===== config.mk =====
export PLATFORM = sky130hd
export DESIGN_NAME = line_follow_steering_sequencer_core
export DESIGN_NICKNAME = d
export VERILOG_FILES = /design/src/lfss_pkg.sv /design/src/lfss_step.sv /design/src/line_follow_steering_sequencer_core.sv
export SDC_FILE = /design/constraint.sdc
export NUM_CORES = 1
export LEC_CHECK = 0
export BUFFER_PORTS_ARGS = -buffer_cell sky130_fd_sc_hd__buf_2
export CELL_PAD_IN_SITES_DETAIL_PLACEMENT = 0
export CELL_PAD_IN_SITES_GLOBAL_PLACEMENT = 1
export CORE_UTILIZATION = 48
export CTS_BUF_LIST = sky130_fd_sc_hd__clkbuf_2
export CTS_CLUSTER_DIAMETER = 150
export CTS_CLUSTER_SIZE = 16
export DETAILED_ROUTE_END_ITERATION = 12
export GPL_TIMING_DRIVEN = 1
export PLACE_DENSITY = 0.86
export SETUP_SLACK_MARGIN = 0.5
export SYNTH_ARGS = -nofsm -noshare
export SYNTH_HDL_FRONTEND = slang
export SYNTH_SLANG_ARGS = --single-unit

===== constraint.sdc =====
create_clock -name clk -period 5.8 [get_ports clk]
set_clock_uncertainty 0.05 [all_clocks]
set_input_delay 0.87 -clock clk [delete_from_list [all_inputs] [get_ports clk]]
set_output_delay 0.87 -clock clk [all_outputs]
set_load 0.03 [all_outputs]

===== src/lfss_pkg.sv =====
// Shared types, codes and the sensor steering table for the line-follow
// steering sequencer. No dependencies.
package lfss_pkg;

  localparam int SERVO_W  = 7;
  localparam int SPEED_W  = 10;
  localparam int TICK_W   = 16;
  localparam int BLOCK_W  = 8;
  localparam int PHASE_W  = 2;
  localparam int SENS_W   = 8;
  localparam int HITS_W   = 4;
  localparam int CFG_W    = 16;
  localparam int CFG_IDX_W = 2;

  // Input item kinds
  localparam logic KIND_TICK   = 1'b0;
  localparam logic KIND_SAMPLE = 1'b1;

  // Configuration register indexes
  localparam logic [CFG_IDX_W-1:0] CFG_INTERVAL_THR = 2'd0;
  localparam logic [CFG_IDX_W-1:0] CFG_SLOW_SPEED   = 2'd1;
  localparam logic [CFG_IDX_W-1:0] CFG_FAST_SPEED   = 2'd2;
  localparam logic [CFG_IDX_W-1:0] CFG_SLOW_BLOCKS  = 2'd3;

  // Turn tracker phases
  localparam logic [PHASE_W-1:0] PHASE_NONE    = 2'd0;
  localparam logic [PHASE_W-1:0] PHASE_RIGHT   = 2'd1;
  localparam logic [PHASE_W-1:0] PHASE_DONE    = 2'd2;
  localparam logic [PHASE_W-1:0] PHASE_SETTLED = 2'd3;

  localparam logic [SERVO_W-1:0] SERVO_CENTRE   = 7'd70;
  localparam logic [SERVO_W-1:0] SERVO_HI_LIMIT = 7'd80;
  localparam logic [SERVO_W-1:0] SLEW_FINE      = 7'd1;
  localparam logic [SERVO_W-1:0] SLEW_COARSE    = 7'd5;

  localparam logic [SPEED_W-1:0] SPEED_RESET      = 10'd180;
  localparam logic [SPEED_W-1:0] SLOW_SPEED_RESET = 10'd90;
  localparam logic [SPEED_W-1:0] FAST_SPEED_RESET = 10'd120;
  localparam logic [BLOCK_W-1:0] BLOCKS_RESET     = 8'd50;
  localparam logic [BLOCK_W-1:0] SLOW_BLOCKS_RESET = 8'd30;

  typedef struct packed {
    logic [SERVO_W-1:0] servo_pos;
    logic [SERVO_W-1:0] steer;
    logic [TICK_W-1:0]  tick_count;
    logic [BLOCK_W-1:0] blocks_left;
    logic [PHASE_W-1:0] phase;
    logic               halted;
    logic [SPEED_W-1:0] speed;
  } lfss_state_t;

  typedef struct packed {
    logic [TICK_W-1:0]  interval_thr;
    logic [SPEED_W-1:0] slow_speed;
    logic [SPEED_W-1:0] fast_speed;
    logic [BLOCK_W-1:0] slow_blocks;
  } lfss_cfg_t;

  typedef struct packed {
    logic               servo_write;
    logic [SERVO_W-1:0] servo_value;
    logic [SPEED_W-1:0] speed_target;
    logic               pid_preset;
    logic               brake;
    logic               stopped;
    logic [PHASE_W-1:0] turn_state;
    logic [HITS_W-1:0]  hit_count;
  } lfss_result_t;

  // Steer target for the sensor at position idx (sensor idx+1)
  function automatic logic [SERVO_W-1:0] steer_lookup(input logic [2:0] idx);
    logic [SERVO_W-1:0] v;
    case (idx)
      3'd0:    v = 7'd95;
      3'd1:    v = 7'd90;
      3'd2:    v = 7'd85;
      3'd3:    v = 7'd80;
      3'd4:    v = 7'd70;
      3'd5:    v = 7'd60;
      3'd6:    v = 7'd57;
      3'd7:    v = 7'd55;
      default: v = SERVO_CENTRE;
    endcase
    return v;
  endfunction

endpackage


===== src/lfss_step.sv =====
// Next-state and result logic for one item of the steering sequencer.
// Purely combinational; depends on lfss_pkg.
module lfss_step (
  input  logic                 kind,
  input  logic [7:0]           sensors,
  input  lfss_pkg::lfss_state_t st,
  input  lfss_pkg::lfss_cfg_t   cfg,
  output lfss_pkg::lfss_state_t st_nxt,
  output lfss_pkg::lfss_result_t res
);
  import lfss_pkg::*;

  logic [HITS_W-1:0]  hits;
  logic [2:0]         top_idx;
  logic [SERVO_W-1:0] tgt;
  logic [SERVO_W-1:0] gap;
  logic [SERVO_W-1:0] step;
  logic [BLOCK_W-1:0] blocks_dec;
  logic [PHASE_W-1:0] phase_a;
  logic [PHASE_W-1:0] phase_b;
  logic [SPEED_W-1:0] spd;
  logic [TICK_W-1:0]  interval;

  // Count set sensors and find the highest-numbered one
  always_comb begin
    hits    = '0;
    top_idx = '0;
    for (int i = 0; i < SENS_W; i++) begin
      if (sensors[i]) begin
        hits    = hits + HITS_W'(1);
        top_idx = 3'(i);
      end
    end
  end

  assign tgt        = steer_lookup(top_idx);
  assign blocks_dec = st.blocks_left - BLOCK_W'(1);
  assign interval   = st.tick_count;
  assign gap        = (st.servo_pos < st.steer) ? (st.steer - st.servo_pos)
                                                : (st.servo_pos - st.steer);
  assign step       = (gap < SLEW_COARSE) ? SLEW_FINE : SLEW_COARSE;

  always_comb begin
    st_nxt = st;
    res    = '0;
    phase_a = st.phase;
    phase_b = st.phase;
    spd     = st.speed;

    if (!st.halted) begin
      if (kind == KIND_TICK) begin
        if (st.servo_pos < st.steer) begin
          st_nxt.servo_pos = st.servo_pos + step;
          res.servo_write  = 1'b1;
          res.servo_value  = st.servo_pos + step;
        end else if (st.servo_pos > st.steer) begin
          st_nxt.servo_pos = st.servo_pos - step;
          res.servo_write  = 1'b1;
          res.servo_value  = st.servo_pos - step;
        end
        st_nxt.tick_count = st.tick_count + TICK_W'(1);
      end else if (sensors != '0) begin
        st_nxt.blocks_left = blocks_dec;
        st_nxt.tick_count  = '0;
        res.hit_count      = hits;
        if (hits == HITS_W'(1)) begin
          st_nxt.steer = tgt;
          if (blocks_dec < cfg.slow_blocks) spd = cfg.slow_speed;
          // Tracker: a hard-right target arms, a later hit that is not hard right completes the turn
          if (tgt > SERVO_HI_LIMIT) begin
            phase_a = PHASE_RIGHT;
          end else if (st.phase == PHASE_RIGHT) begin
            phase_a = PHASE_DONE;
          end
          phase_b = phase_a;
          if (phase_a == PHASE_DONE) begin
            spd             = cfg.fast_speed;
            res.pid_preset  = 1'b1;
            res.servo_write = 1'b1;
            res.servo_value = SERVO_CENTRE;
            phase_b         = PHASE_SETTLED;
          end
          if (phase_b == PHASE_SETTLED) begin
            if (interval != cfg.interval_thr) spd = cfg.slow_speed;
          end else begin
            if (interval < cfg.interval_thr) begin
              spd = cfg.slow_speed;
            end else if (interval > cfg.interval_thr) begin
              spd = cfg.fast_speed;
            end
          end
          st_nxt.phase = phase_b;
          st_nxt.speed = spd;
        end else begin
          // Crossing line: centre the servo, brake and stop for good
          st_nxt.steer    = SERVO_CENTRE;
          st_nxt.halted   = 1'b1;
          res.servo_write = 1'b1;
          res.servo_value = SERVO_CENTRE;
          res.brake       = 1'b1;
        end
      end
    end

    res.speed_target = st_nxt.speed;
    res.stopped      = st_nxt.halted;
    res.turn_state   = st_nxt.phase;
  end

endmodule


===== src/line_follow_steering_sequencer_core.sv =====
// Top level of the line-follow steering sequencer: input register, state,
// configuration registers and result register. Depends on lfss_pkg, lfss_step.
//
// Takes one item per clock and gives one result per item. An accepted item
// sits in the input register; the step logic evaluates it combinationally
// against the tracker state and the result register captures the outcome
// once it is free or its result is taken, which raises out_valid; the
// sustained rate is one item per cycle, limited only by out_ready. While a
// result waits, the input register still takes one item if it is empty and
// holds it until the result moves on. Once a multi-sensor sample has braked
// the block, every later item returns stopped with no servo write. The
// running total time and the stored interval of the tracker are not kept as
// registers: the interval compared on a sample is the tick count at that
// sample, and nothing else reads them.
module line_follow_steering_sequencer_core (
  input  logic                           clk,
  input  logic                           rst_n,
  input  logic                           in_valid,
  output logic                           in_ready,
  input  logic                           in_kind,
  input  logic [lfss_pkg::SENS_W-1:0]    in_sensors,
  output logic                           out_valid,
  input  logic                           out_ready,
  output logic                           out_servo_write,
  output logic [lfss_pkg::SERVO_W-1:0]   out_servo_value,
  output logic [lfss_pkg::SPEED_W-1:0]   out_speed_target,
  output logic                           out_pid_preset,
  output logic                           out_brake,
  output logic                           out_stopped,
  output logic [lfss_pkg::PHASE_W-1:0]   out_turn_state,
  output logic [lfss_pkg::HITS_W-1:0]    out_hit_count,
  input  logic                           cfg_we,
  input  logic [lfss_pkg::CFG_IDX_W-1:0] cfg_addr,
  input  logic [lfss_pkg::CFG_W-1:0]     cfg_wdata
);
  import lfss_pkg::*;

  logic               in_v_r;
  logic               in_kind_r;
  logic [SENS_W-1:0]  in_sensors_r;
  logic               out_v_r;
  lfss_result_t       res_r;
  lfss_result_t       res_nxt;
  lfss_state_t        st_r;
  lfss_state_t        st_nxt;
  lfss_cfg_t          cfg_r;
  logic               advance;
  logic               fire;

  assign advance  = !out_v_r || out_ready;
  assign fire     = in_v_r && advance;
  assign in_ready = !in_v_r || advance;

  lfss_step u_step (
    .kind    (in_kind_r),
    .sensors (in_sensors_r),
    .st      (st_r),
    .cfg     (cfg_r),
    .st_nxt  (st_nxt),
    .res     (res_nxt)
  );

  // Input register
  always_ff @(posedge clk) begin
    if (!rst_n) begin
      in_v_r <= 1'b0;
    end else if (in_ready) begin
      in_v_r <= in_valid;
    end
  end

  always_ff @(posedge clk) begin
    if (in_valid && in_ready) begin
      in_kind_r    <= in_kind;
      in_sensors_r <= in_sensors;
    end
  end

  // Tracker state: advance only when an item is evaluated
  always_ff @(posedge clk) begin
    if (!rst_n) begin
      st_r.servo_pos   <= SERVO_CENTRE;
      st_r.steer       <= SERVO_CENTRE;
      st_r.tick_count  <= '0;
      st_r.blocks_left <= BLOCKS_RESET;
      st_r.phase       <= PHASE_NONE;
      st_r.halted      <= 1'b0;
      st_r.speed       <= SPEED_RESET;
    end else if (fire) begin
      st_r <= st_nxt;
    end
  end

  // Configuration registers
  always_ff @(posedge clk) begin
    if (!rst_n) begin
      cfg_r.interval_thr <= '0;
      cfg_r.slow_speed   <= SLOW_SPEED_RESET;
      cfg_r.fast_speed   <= FAST_SPEED_RESET;
      cfg_r.slow_blocks  <= SLOW_BLOCKS_RESET;
    end else if (cfg_we) begin
      case (cfg_addr)
        CFG_INTERVAL_THR: cfg_r.interval_thr <= cfg_wdata;
        CFG_SLOW_SPEED:   cfg_r.slow_speed   <= cfg_wdata[SPEED_W-1:0];
        CFG_FAST_SPEED:   cfg_r.fast_speed   <= cfg_wdata[SPEED_W-1:0];
        CFG_SLOW_BLOCKS:  cfg_r.slow_blocks  <= cfg_wdata[BLOCK_W-1:0];
        default: ;
      endcase
    end
  end

  // Result register
  always_ff @(posedge clk) begin
    if (!rst_n) begin
      out_v_r <= 1'b0;
    end else if (advance) begin
      out_v_r <= in_v_r;
    end
  end

  always_ff @(posedge clk) begin
    if (fire) begin
      res_r <= res_nxt;
    end
  end

  assign out_valid        = out_v_r;
  assign out_servo_write  = res_r.servo_write;
  assign out_servo_value  = res_r.servo_value;
  assign out_speed_target = res_r.speed_target;
  assign out_pid_preset   = res_r.pid_preset;
  assign out_brake        = res_r.brake;
  assign out_stopped      = res_r.stopped;
  assign out_turn_state   = res_r.turn_state;
  assign out_hit_count    = res_r.hit_count;

  // Once halted, the block never leaves the stopped state
  a_halt_sticky: assert property (@(posedge clk) disable iff (!rst_n)
    st_r.halted |=> st_r.halted)
    else $error("halted state cleared");

  // Halting only happens when an item is evaluated
  a_halt_on_fire: assert property (@(posedge clk) disable iff (!rst_n)
    $rose(st_r.halted) |-> $past(fire))
    else $error("halt without an item");

  // A stalled input register implies it holds an item
  a_ready_full: assert property (@(posedge clk) disable iff (!rst_n)
    !in_ready |-> (in_v_r && out_v_r && !out_ready))
    else $error("input stalled while empty");

  // A stopped result that did not brake carries no servo write and no hits
  a_stopped_quiet: assert property (@(posedge clk) disable iff (!rst_n)
    (out_valid && out_stopped && !out_brake) |->
      (!out_servo_write && out_hit_count == '0 && !out_pid_preset))
    else $error("activity reported while stopped");

endmodule

Word-level counts from Yosys, hierarchy flattened --
Memories as Yosys holds them, arrays and structs flattened. Cells that the tools add are included.
Word-level totals: bits in read-only memories 56, output and inout port bits 29, input port bits 32, register bits 133, memories kept 1
Operators by class: equal/unequal tests 9, muxes and demuxes 51, bitwise logic cells 4, add/sub/neg operators 13, $lt $le $gt $ge 7, reductions and logical operators 18
Memories:
- (name not given) | words 8, bits a word 7, rd ports 1, clocked after Yosys merged registers in 0, write ports 0, RTL line lfss_pkg.sv:73 | case (idx)
Operators by type and width (count):
- $mux W10 | 7
- $mux W8 | 6
- $mux W37 | 1
- $mux W2 | 14
- $mux W4 | 7
- $mux W7 | 4
- $mux W13 | 2
- $add A4 B1 Y4 const B | 6
- $add A16 B1 Y16 const B | 1
- $gt A16 B16 Y1 | 1
- $lt A16 B16 Y1 | 1
- $mux W16 | 1
- $ne A16 B16 Y1 | 1
- $mux W3 | 5
- $sub A7 B7 Y7 | 2
- $eq A2 B2 Y1 const B | 4
- $lt A8 B8 Y1 | 1
- $reduce_and A2 Y1 | 4
- $reduce_and A4 Y1 | 2
- $reduce_bool A8 Y1 | 1
- $sub A8 B1 Y8 const B | 1
- $add A7 B3 Y7 | 1
- $gt A7 B7 Y1 | 1
- $gt A7 B7 Y1 const B | 1
- other kinds (17) | 27

Depth between registers and ports, before layout --
Gate-level depths: netlist of run 1.
depth in word-level cells 32, depth in mapped cells 22, depth with buffers taken out 21

Hierarchy --
Synthesis of run 1 repeated with hierarchy kept, for this count alone.
Unflattened totals: cells, all modules 1022, area, all modules 8519.4 µm²
By module, submodules not included:
- line_follow_steering_sequencer_core | times used 1, sequential area each 3022.9 µm², area each 4710.8 µm², cells each 435
- lfss_step | times used 1, sequential area each 0.0 µm², area each 3808.7 µm², cells each 587

Worst setup path before layout of run 1 --
No wires, ideal clock.
kind register -> register, start point register in_sensors_r[1], end point register res_r, in the netlist out_speed_target[9], data pin, clock period less this slack 4.625 ns, path slack 1.175 ns, cell stages (with the launch flop) 22, required time 5.490 ns, arrival 4.314 ns, path buffers 2, cells stage by stage edfxtp_1 -> inv_1 -> ha_1 -> buf_6 -> xnor2_2 -> inv_1 -> ha_1 -> nor2b_1 -> a311o_1 -> a211o_1 -> o211ai_1 -> ha_1 -> nand2b_1 -> and2_1 -> ha_1 -> nand2b_1 -> nor3_1 -> mux2_4 -> o21ai_4 -> nor2_8 -> buf_6 -> mux2_4
RTL lines:
- start, declared | RTL line line_follow_steering_sequencer_core.sv:40 | logic [SENS_W-1:0] in_sensors_r;
- start signal, assigned | RTL line line_follow_steering_sequencer_core.sv:75 | in_sensors_r <= in_sensors;
- end signal, assigned | RTL line line_follow_steering_sequencer_core.sv:123 | res_r <= res_nxt;
- end, declared | RTL line line_follow_steering_sequencer_core.sv:42 | lfss_result_t res_r;

==> results.md, run 1 <==
- Hold crit path type: primary input to flop
- TritonCTS Buffers: 17
- Commonest non-fill, non-tap cell in the layout: nand2_1
- Grt total ovfl: 0
- Worst-case clock buffer depth: 2
- Slew Viols, Final: 0
- PwrDens: 296 mW/mm²
- Final core occ: 53.7%
- Dpl cell area: 0.00856 mm²
- LEAKAGE: 3.60 nW
- Layout cells sized above 1: 13.5%
- Layout area overhead: 8.94%
- Crit Reg-Reg Startpoint: in_sensors_r[1]$_DFFE_PP_
- Source of the worst hold timing path: in_sensors[6]
- Worst Hold Path EP: in_sensors_r[6]$_DFFE_PP_
- Synthesis warning total: 0
- Nets: 1055
- Setup_tns: 0 ps
- CP max stage cell: edfxtp_1
- Post-Syn Area: 0.00817 mm²
- WL/cell: 15.6 µm
- Synth Instances: 927
- Total power: 0.00263 W
- CTS sink count: 133
- Clock Tree Root: clkbuf_2
- Fmax: 198 MHz
- Slowest stage delay, CP: 450 ps
- Clock transition at path regs: 170 ps
- Setup crit start kind: flop
- Final ANT Viol Nets: 0
- Status: completed
- Crit. End Element: flop
- DR vias: 6706
- Initial Util: 49.3%
- Placed insts: 1164
- Final setup vio count: 0
- Period utilization: 87.1%
- Avg Cell Area, Syn: 8.82 µm²
- Switch share: 36.9%
- Sequential Power Share: 40.3%
- Hold depth: 1
- Area share of the largest cell type after synthesis: 23.8%
- Max-cap violations: 0
- Final Hold Fails: 0
- Vias in the first global route: 5901
- Int Pwr: 0.00166 W
- # DRC: 0
- WP data required: 6210 ps
- Seq/Total Area, Yosys: 37.0%
- Gr usage total: 21.5%
- R2r endpoint: out_speed_target[7]$_DFFE_PP_
- Height of the die: 132 µm
- WS Path Type: flop to flop
- WL final: 18.8 mm
- Port-buffer cells: 60
- Global placer's final weighted congestion: 0.862
- Pre-antenna DRT Iters: 6
- I/O pin total: 61
- Switching pwr: 0.000971 W
- Worst slew pin tran: 1100 ps
- Worst-path cell chain: inv_1 -> ha_2 -> mux2i_1 -> xnor2_2 -> nor2_1 -> a31oi_1 -> ha_1 -> xor2_1 -> nand2_1 -> a211o_1 -> o211ai_1 -> ha_1 -> nand2b_1 -> and2_1 -> ha_1 -> nand2b_1 -> nor3b_1 -> mux2_4 -> o21ai_4 -> nor2_8 -> mux2_2
- Max-Slew Margin vs Limit: 26.6%
- Main synth FF type: dfxtp_1
- Fillers: 1604
- Finished Cell Area: 0.00890 mm²
- H-tree depth: 4
- Yosys top cell by area: dfxtp_1
- Worst R2R Setup Slack: 750 ps
- Die Width: 132 µm
- DRT iter0 DRCs: 628
- First-pass GRT wire length: 30.1 mm
- Largest net degree at the start of global routing: 81
- Detailed-placement wirelength estimate: 13.8 mm
- Antenna violations before repair: 1
- Most frequent CP cell: ha_1
- Async set-reset flop share out of synthesis: 0%
- Final non-filler cell total: 1203
- Hold-fix buffers, CTS: 0
- Critical-path maximum fanout: 15
- CTS tree: built
- Combinational share of power: 38.4%
- Most frequent cells in the layout: nand2_1, dfxtp_1, nor2_1
- Die Area: 0.0175 mm²
- Synth Net Count: 1013
- Unrepaired setup endpoints after global routing: no
- CORE AREA: 0.0166 mm²
- Clock power frac: 21.3%
- Worst r2r path cells: 21
- Largest cells by area after synthesis: dfxtp_1, edfxtp_1, ha_1
- Clock insertion delay at the later pin of the skew report: 710 ps
- Post-synth EDFFs: 36
- IR drop worst, VDD: 0.182 mV
- Rows: 47
- Number of synthesized register bits: 133
- Crit path time final: 5050 ps
- Synth cell types: 86
- Critical Path AT: 5460 ps
- Via/cell ratio: 5.57
==> power by group through the flow <==
stage | Clock (W) | Combinational, W | Sequential, W
CTS | 0.000576 | 0.000981 | 0.00106
global route | 0.000618 | 0.00110 | 0.00107
floorplan | 0 | 0.000736 | 0.00110
finish | 0.000561 | 0.00101 | 0.00106
detailed placement | 0 | 0.000975 | 0.00108
global placement | 0 | 0.000960 | 0.00108
==> layout make-up <==
class | instances | area (µm²) | area share, %
Antenna cell | 1 | 2.50 | 0.0281
Clock buffer | 18 | 90.1 | 1.01
Clock inverter | 14 | 141 | 1.59
Inverter | 59 | 221 | 2.49
Multi-Input combinational cell | 688 | 4770 | 53.6
Sequential cell | 133 | 3020 | 34.0
Tap cell | 220 | 275 | 3.09
Timing Repair Buffer | 70 | 375 | 4.22
==> cells by family (layout without fill, tap and decap cells) <==
| kind of cell | Yosys count | in the layout | synth area share, % |
|---|---|---|---|
| and+or+nand+nor | 335 | 335 | 19.5 |
| buffers and inverters | 106 | 161 | 5.48 |
| xor gates and xnor gates | 52 | 52 | 6.31 |
| AOI/OAI and AO/OA | 223 | 223 | 20.1 |
| DFF | 133 | 133 | 37.0 |
| other | 0 | 1 | 0 |
| muxes | 24 | 24 | 3.22 |
| adders and majority gates | 54 | 54 | 8.45 |
==> worst max path at each step <==
stage	slack, ps	cells past startpoint	endpoint	from
detailed placement	730	18	out_speed_target[5]$_DFFE_PP_	in_sensors_r[1]$_DFFE_PP_
global placement	860	18	out_speed_target[4]$_DFFE_PP_	in_sensors_r[0]$_DFFE_PP_
CTS	670	18	out_speed_target[7]$_DFFE_PP_	in_sensors_r[1]$_DFFE_PP_
floorplan	1180	21	out_speed_target[9]$_DFFE_PP_	in_sensors_r[1]$_DFFE_PP_
global route	460	22	out_turn_state[0]$_DFFE_PP_	in_sensors_r[1]$_DFFE_PP_
finish	750	21	out_speed_target[7]$_DFFE_PP_	in_sensors_r[1]$_DFFE_PP_
==> state kept, by name, summed over array words and instances (netlist names) <==
register / flops
out_hit_count: 4
out_servo_write: 1
in_v_r: 1
out_speed_target: 10
out_stopped: 1
in_sensors_r: 8
out_servo_value: 7
out_brake: 1
st_r: 51
in_kind_r: 1
out_turn_state: 2
out_valid: 1
out_pid_preset: 1
cfg_r: 44
==> metrics by stage <==
step | worst slack, ps | hold slack [ps]
floorplan | 1180 | 385
global placement | 860 | 404
detailed placement | 725 | 408
CTS | 669 | 237
global route | 455 | 227
finish | 749 | 290
==> routing by layer <==
| metal | GRT usage [%] | wire (µm) |
|---|---|---|
| met3 | 3.22 | 802 |
| met2 | 34.8 | 8870 |
| met1 | 29.5 | 8860 |
| met4 | 6.90 | 258 |
| met5 | 0 | 0 |
==> worst max-delay path: cells and delay by family (launching register included) <==
kind | cells | cell delay (ps)
XOR/XNOR | 2 | 420
AND/OR/NAND/NOR | 7 | 1170
buffers and inverters | 1 | 150
adder cells (fa/ha/maj) | 4 | 1080
flip-flops | 1 | 450
multiplexers | 3 | 710
AO/OA/AOI/OAI | 4 | 770
==> repair_timing <==
action                     in CTS  in global routing
resized for setup               0                 10
setup buffers                   0                  6
setup endpoints to repair       0                 13
hold endpoints to repair        0                  0
==> Yosys cell counts (6+ instances only) <==
library cell	number
xor2_1	17
nor2b_1	8
nand4_1	9
nand2b_1	12
a21o_1	7
nand2_1	145
and2_1	15
inv_1	58
a211oi_1	10
nand3_1	23
edfxtp_1	36
o21ai_1	7
nor3b_1	7
a2111oi_0	7
mux2i_1	15
a21boi_0	36
xnor2_1	30
o21ai_0	46
a211o_1	6
dfxtp_1	97
ha_1	52
mux2_2	6
o21a_1	8
o31ai_1	8
buf_2	7
clkbuf_1	32
a222oi_1	9
a21oi_1	21
nor2_1	65
nor3_1	14
o211ai_1	8
Note: power is estimated with default switching activity, not from simulation.
==> run 2: changes to the inputs <==
--- a/config.mk
+++ b/config.mk
@@ -5,10 +5,11 @@
 export SDC_FILE = /design/constraint.sdc
 export NUM_CORES = 1
 export LEC_CHECK = 0
+export ABC_AREA = 1
 export BUFFER_PORTS_ARGS = -buffer_cell sky130_fd_sc_hd__buf_2
 export CELL_PAD_IN_SITES_DETAIL_PLACEMENT = 0
 export CELL_PAD_IN_SITES_GLOBAL_PLACEMENT = 1
-export CORE_UTILIZATION = 48
+export CORE_UTILIZATION = 46
 export CTS_BUF_LIST = sky130_fd_sc_hd__clkbuf_2
 export CTS_CLUSTER_DIAMETER = 150
 export CTS_CLUSTER_SIZE = 16
==> run 2 against run 1 <==
Power up 7.2%. Cell count rose by 14%. Non-clock buffer count decreased by 5. Highest routed layer unchanged. Routed wire length shrank 2.7%. Clock power increased by 24%. Critical endpoint is now out_servo_value[6]$_SDFFCE_PP0P_.
==> results.md, run 2 <==
- WL/cell: 13.3 µm (-15%)
- Post-Syn Area: 0.00798 mm² (-2.4%)
- Die Area: 0.0179 mm² (+1.9%)
- Async set-reset flop share out of synthesis: 0% (unchanged)
- Synth Instances: 1083 (+17%)
- Commonest non-fill, non-tap cell in the layout: nand2_1
- PwrDens: 322 mW/mm² (+9.0%)
- Unrepaired setup endpoints after global routing: no
- LEAKAGE: 4.20 nW (+17%)
- Worst-case clock buffer depth: 2 (unchanged)
- CTS resizes: 0 (unchanged)
- Rows: 47 (unchanged)
- Setup WS pre-CTS: 1470 ps (+750 ps)
- Via/cell ratio: 5.03 (-9.8%)
- CTS sink count: 133 (unchanged)
- Worst Hold Path EP: in_sensors_r[3]$_DFFE_PP_
- Avg Cell Area, Syn: 7.37 µm² (-16%)
- Yosys top cell by area: dfxtp_1
- Area share of the largest cell type after synthesis: 24.3% (+0.57 points)
- TritonCTS Buffers: 17 (unchanged)
- Clock insertion delay at the later pin of the skew report: 720 ps (about the same)
- Detailed-placement wirelength estimate: 13.7 mm (-0.34%)
- Max-cap violations: 0 (unchanged)
- Synth cell types: 49 (-43%)
- Initial Util: 47.6% (-1.7 points)
- Number of synthesized register bits: 133 (unchanged)
- CORE AREA: 0.0168 mm² (+1.1%)
- Combinational share of power: 37.7% (-0.7 points)
- Clock power frac: 24.7% (+3.4 points)
- Hold crit path type: primary input to flop
- Die Width: 134 µm (+0.92%)
- IR drop worst, VDD: 0.175 mV (-3.6%)
- Critical-path maximum fanout: 15 (unchanged)
- Final ANT Viol Nets: 0 (unchanged)
- Max-Slew Margin vs Limit: 21.7% (-4.8 points)
- Setup_tns: 0 ps (unchanged)
- Port-buffer cells: 60 (unchanged)
- DR vias: 6906 (+3.0%)
- Main synth FF type: dfxtp_1
- H-tree depth: 4 (unchanged)
- Switch share: 38.9% (+2.0 points)
- Final core occ: 52.2% (-1.5 points)
- Largest cells by area after synthesis: dfxtp_1, edfxtp_1, nand2_1
- Switching pwr: 0.00110 W (+13%)
- Height of the die: 134 µm (+0.92%)
- Clock Tree Root: clkbuf_2
- Reg area: 0.00302 mm² (unchanged)
- Placed insts: 1340 (+15%)
- Max reg flops: 51 (unchanged)
- Pre-antenna DRT Iters: 5 (-1)
- Critical Path AT: 4800 ps (-660 ps)
- Final Hold Fails: 0 (unchanged)
- Crit Reg-Reg Startpoint: st_r[38]$_SDFFE_PN1P_
- Hold depth: 1 (unchanged)
- R2r endpoint: out_servo_value[6]$_SDFFCE_PP0P_
- Clock transition at path regs: 220 ps (+50 ps)
- Status: completed
- DRT iter0 DRCs: 408 (-35%)
- Final setup vio count: 0 (unchanged)
- List of most frequent post-synthesis cells: nand2_1, inv_1, a21oi_1
- Multi-input logic area: 0.00411 mm² (-14%)
- Layout area overhead: 9.68%
- Hold-fix buffers, CTS: 0 (unchanged)
- I/O pin total: 61 (unchanged)
- Layout cells sized above 1: 12.8% (-0.70 points)
- # DRC: 0 (unchanged)
- Vias in the first global route: 6469 (+9.6%)
- Fillers: 1689 (+5.3%)
- Final worst slack: 1440 ps (+691 ps)
- Sequential Power Share: 37.7% (-2.6 points)
- Int Pwr: 0.00172 W (+3.8%)
- Gr usage total: 21.8% (+0.26 points)
- Reg with most FFs: st_r
- Period utilization: 75.2% (-12 points)
- Setup crit start kind: flop
- Worst r2r path cells: 21 (unchanged)
- Worst R2R Setup Slack: 1440 ps (+690 ps)
- Largest net degree at the start of global routing: 57 (-30%)
- Crit. End Element: flop
- Source of the worst hold timing path: in_sensors[3]
- Global placer's final weighted congestion: 0.874 (+1.4%)
- Final non-filler cell total: 1373 (+14%)
- Total power: 0.00282 W (+7.2%)
- CTS tree: built
- Synthesis warning total: 0 (unchanged)
- Antenna violations before repair: 1 (unchanged)
- WS Path Type: flop to flop
- WP data required: 6240 ps (+30 ps)
- Fmax: 229 MHz (+16%)
- Crit path time final: 4360 ps (-691 ps)
- Most frequent cells in the layout: nand2_1, inv_1, a21oi_1
- Synth Net Count: 1169 (+15%)
- Grt total ovfl: 0 (unchanged)
- Slew Viols, Final: 0 (unchanged)
- WL final: 18.3 mm (-2.7%)
- Post-CTS Setup Bufs: 0 (unchanged)
- Post-synth EDFFs: 36 (unchanged)
- Worst slew pin tran: 1160 ps (+64.4 ps)
- Seq/Total Area, Yosys: 37.9% (+0.89 points)
- Nets: 1225 (+16%)
- First-pass GRT wire length: 31.1 mm (+3.3%)
- Most frequent cell after synthesis: nand2_1
[run 2: critical path: stages (launching register included)]
cell and delay [ps]:
dfxtp_1 500, inv_1 80, ha_1 310, nand2_1 70, o21ai_0 220, nand4_1 120
nand2_1 420, clkinv_1 390, nand2_1 140, nand2_1 70, xor2_1 140, nor3b_1 210
nand3_1 130, ha_1 410, nor2_1 90, nor3_1 200, nand3_1 120, xor2_1 170
nand3_1 80, a21oi_1 80, o21ai_1 130, inv_1 40
[run 2: power by group through the flow]
stage               sequential, W  clock (W)  combinational (W)
global placement          0.00108          0            0.00105
finish                    0.00106   0.000695            0.00106
floorplan                 0.00111          0           0.000810
detailed placement        0.00108          0            0.00105
global route              0.00107   0.000743            0.00122
CTS                       0.00106   0.000712            0.00106
[run 2: stage by stage]
| stage | hold WS (ps) | instance area [µm²] |
|---|---|---|
| 2_1_floorplan | 383 | 7980 |
| 3_3_place_gp | 397 | 8450 |
| 3_5_place_dp | 404 | 8450 |
| 4_1_cts | 189 | 8750 |
| 5_1_grt | 185 | 8750 |
| 6_report | 247 | 8750 |
[run 2: layout make-up]
class / instances / share of cell area (%)
clock inverters: 13 / 2.30
flip-flops and latches: 133 / 34.5
inverters: 187 / 8.02
multi-input cells: 735 / 47.0
well taps: 220 / 3.15
repair buffers: 65 / 3.86
diodes: 1 / 0.0286
clock buffers: 19 / 1.09
[run 2: logic make-up (layout without fill, tap and decap cells)]
| kind of cell | count (synthesis) | count (layout) | synth area share [%] |
|---|---|---|---|
| simple gates | 406 | 406 | 23.2 |
| compound gates | 255 | 255 | 17.5 |
| buf+inv | 215 | 284 | 10.6 |
| flops | 133 | 133 | 37.9 |
| fa+ha+maj | 54 | 54 | 8.66 |
| xor+xnor | 19 | 19 | 2.09 |
| mux | 1 | 1 | 0.125 |
| other cells | 0 | 1 | 0 |
[run 2: metal layers]
metal  GRT usage [%]  share of wire, %  vias to the layer above
met5               0                 0                        -
met4            6.63               1.1                        0
met1            29.8                51                     3103
met2            35.2                45                      124
li1                -                 -                     3659
met3            3.39               3.0                       20
[run 2: worst max path at each step]
stage | from | cells after the start | end
after floorplan | in_sensors_r[1]$_DFFE_PP_ | 27 | out_speed_target[2]$_DFFE_PP_
after global placement | in_sensors_r[1]$_DFFE_PP_ | 24 | out_turn_state[1]$_DFFE_PP_
after detailed placement | in_sensors_r[1]$_DFFE_PP_ | 24 | out_turn_state[1]$_DFFE_PP_
after CTS | in_sensors_r[1]$_DFFE_PP_ | 24 | out_turn_state[1]$_DFFE_PP_
after global routing | st_r[38]$_SDFFE_PN1P_ | 21 | out_servo_value[6]$_SDFFCE_PP0P_
final | st_r[38]$_SDFFE_PN1P_ | 21 | out_servo_value[6]$_SDFFCE_PP0P_
==> run 3: changes to the inputs <==
==> constraint.sdc (replaced) <==
create_clock -name clk -period 4.07 [get_ports clk]
set_clock_uncertainty 0.05 [all_clocks]
set_input_delay 0.6105 -clock clk [delete_from_list [all_inputs] [get_ports clk]]
set_output_delay 0.6105 -clock clk [all_outputs]
set_load 0.03 [all_outputs]
==> run 3 against run 2 <==
Core utilization rose by 5.3 points. Final area grew 10%. Largest cell class unchanged. Register-to-register slack got worse by 1100 ps. Hold slack worse by 140 ps. Setup slack got worse by 1100 ps.
==> results.md, run 3 (synthesized netlist as in run 2, its figures left out) <==
- Status: completed
- WP data required: 4530 ps (-1710 ps)
- Final Hold Fails: 0 (unchanged)
- Gr usage total: 22.5% (+0.67 points)
- DRT iter0 DRCs: 516 (+26%)
- Max-Slew Margin vs Limit: 48.0% (+26 points)
- Fmax: 267 MHz (+16%)
- Vias in the first global route: 6572 (+1.6%)
- WS Path Type: flop to flop
- Worst r2r path cells: 27 (+29%)
- Hold Slack: 105 ps (-142 ps)
- Largest net degree at the start of global routing: 56 (-1.8%)
- Crit path time final: 3750 ps (-610 ps)
- Final ANT Viol Nets: 0 (unchanged)
- Worst slew pin tran: 779 ps (-386 ps)
- IR drop worst, VDD: 0.411 mV (+130%)
- Final setup vio count: 0 (unchanged)
- Unrepaired setup endpoints after global routing: yes
- Commonest non-fill, non-tap cell in the layout: nand2_1
- CTS tree: built
- Crit Reg-Reg Startpoint: in_sensors_r[0]$_DFFE_PP_
- Clock insertion delay at the later pin of the skew report: 730 ps (about the same)
- PwrDens: 469 mW/mm² (+45%)
- Max-cap violations: 0 (unchanged)
- Period utilization: 92.1% (+17 points)
- Source of the worst hold timing path: cfg_wdata[8]
- Port-buffer cells: 60 (unchanged)
- Via/cell ratio: 5.13 (+1.9%)
- Grt total ovfl: 0 (unchanged)
- Crit. End Element: flop
- TritonCTS Buffers: 17 (unchanged)
- Worst Hold Path EP: cfg_r[26]$_SDFFE_PN0P_
- DR vias: 7302 (+5.7%)
- I/O pin total: 61 (unchanged)
- CTS sink count: 133 (unchanged)
- Worst-case clock buffer depth: 2 (unchanged)
- Final core occ: 57.5% (+5.3 points)
- R2r endpoint: out_speed_target[0]$_DFFE_PP_
- Reg with most FFs: st_r
- CORE AREA: 0.0168 mm² (unchanged)
- Layout area overhead: 20.9%
- Antenna violations before repair: 1 (unchanged)
- Clock Tree Root: clkbuf_2
- Hold depth: 3 (+2)
- Nets: 1276 (+4.2%)
- Max reg flops: 51 (unchanged)
- WL final: 19.8 mm (+8.1%)
- Most frequent cells in the layout: nand2_1, inv_1, a21oi_1
- Rows: 47 (unchanged)
- Height of the die: 134 µm (unchanged)
- Detailed-placement wirelength estimate: 14.2 mm (+3.3%)
- Critical Path AT: 4210 ps (-590 ps)
- Setup_tns: 0 ps (unchanged)
- Clock transition at path regs: 200 ps (-20 ps)
- Die Area: 0.0179 mm² (unchanged)
- Pre-antenna DRT Iters: 5 (unchanged)
- Initial Util: 47.6% (unchanged)
- Slew Viols, Final: 0 (unchanged)
- Hold crit path type: primary input to flop
- Die Width: 134 µm (unchanged)
- Global placer's final weighted congestion: 0.874 (about the same)
- Worst R2R Setup Slack: 320 ps (-1120 ps)
- Critical-path maximum fanout: 6 (-9)
- H-tree depth: 4 (unchanged)
- WL/cell: 13.9 µm (+4.3%)
- Setup crit start kind: flop
- # DRC: 0 (unchanged)
- Fillers: 1570 (-7.0%)
- LEAKAGE: 4.49 nW (+7.0%)
- Layout cells sized above 1: 22.4% (+9.6 points)
- First-pass GRT wire length: 31.9 mm (+2.8%)
[run 3: changes by cell type in the layout (fill, tap and decap cells not counted), sizes merged]
cell,change
buf,+41
bufinv,-2
clkinvlp,+1
dlygate4sd3,+9
clkinv,+2
[run 3: cell type report]
type / count / area [µm²] / share of cell area (%)
Clock buffer: 18 / 90.1 / 0.934
Antenna cell: 1 / 2.50 / 0.0259
Sequential cell: 133 / 3040 / 31.5
Clock inverter: 14 / 158 / 1.63
Multi-Input combinational cell: 735 / 4580 / 47.4
Tap cell: 220 / 275 / 2.85
Inverter: 187 / 704 / 7.30
Timing Repair Buffer: 116 / 803 / 8.33
[run 3: metrics by stage]
stage          total power (W)  instances  setup WS (ps)  instance area, µm²
2_1_floorplan          0.00275       1083            501                8020
3_5_place_dp           0.00326       1359            158                8630
3_3_place_gp           0.00326       1359            216                8630
4_1_cts                0.00428       1414            309                9240
5_1_grt                0.00483       1424            140                9640
6_report               0.00452       1424            320                9640
[run 3: critical path, cell delays in order (launching register included)]
cell      delay, ps
edfxtp_1        470
inv_2           110
ha_4            230
nand2_4         100
inv_4            40
nor2_4          100
ha_4            210
or2_1           230
nand2_2          90
nand2_2          50
nand2_1          60
nand2_1          50
nand3_2          80
nand2_4          70
ha_4            270
nand2_4          50
nand2_4          90
ha_4            190
or2_4           230
nand2_4          70
nand2_4          60
inv_2            60
nand2_4          80
nor2_8          150
buf_12          140
nand3_1          80
nand2_2         100
inv_1            50
[run 3: power breakdown]
part | switching, W | total (W) | internal, W
sequential | 0.0000507 | 0.00152 | 0.00146
combinational | 0.00125 | 0.00214 | 0.000894
clock | 0.000522 | 0.000864 | 0.000342
total | 0.00182 | 0.00452 | 0.00270
[run 3: per-layer routing]
metal	global-route usage, %	part of all wire, %
met1	30.6	48
met2	36.3	46
met3	3.92	4.2
met4	6.50	1.5
met5	0	0
[run 3: repair_timing]
action | CTS | global route
hold buffers | 9 | 0
buffers inserted | 13 | 8
cloned | 1 | 1
pin swaps | 6 | 28
gates resized for setup | 42 | 74
endpoints found under the setup margin | 44 | 46
hold endpoints to repair | 9 | 0
[run 3: worst max path at each step]
stage,from,end,cells after the start
floorplan,in_sensors_r[1]$_DFFE_PP_,out_speed_target[2]$_DFFE_PP_,26
global placement,in_sensors_r[1]$_DFFE_PP_,out_servo_value[2]$_SDFFCE_PP0P_,26
detailed placement,in_sensors_r[1]$_DFFE_PP_,out_speed_target[0]$_DFFE_PP_,25
CTS,in_sensors_r[1]$_DFFE_PP_,out_speed_target[8]$_DFFE_PP_,27
global route,in_sensors_r[0]$_DFFE_PP_,out_speed_target[8]$_DFFE_PP_,27
finish,in_sensors_r[0]$_DFFE_PP_,out_speed_target[0]$_DFFE_PP_,27
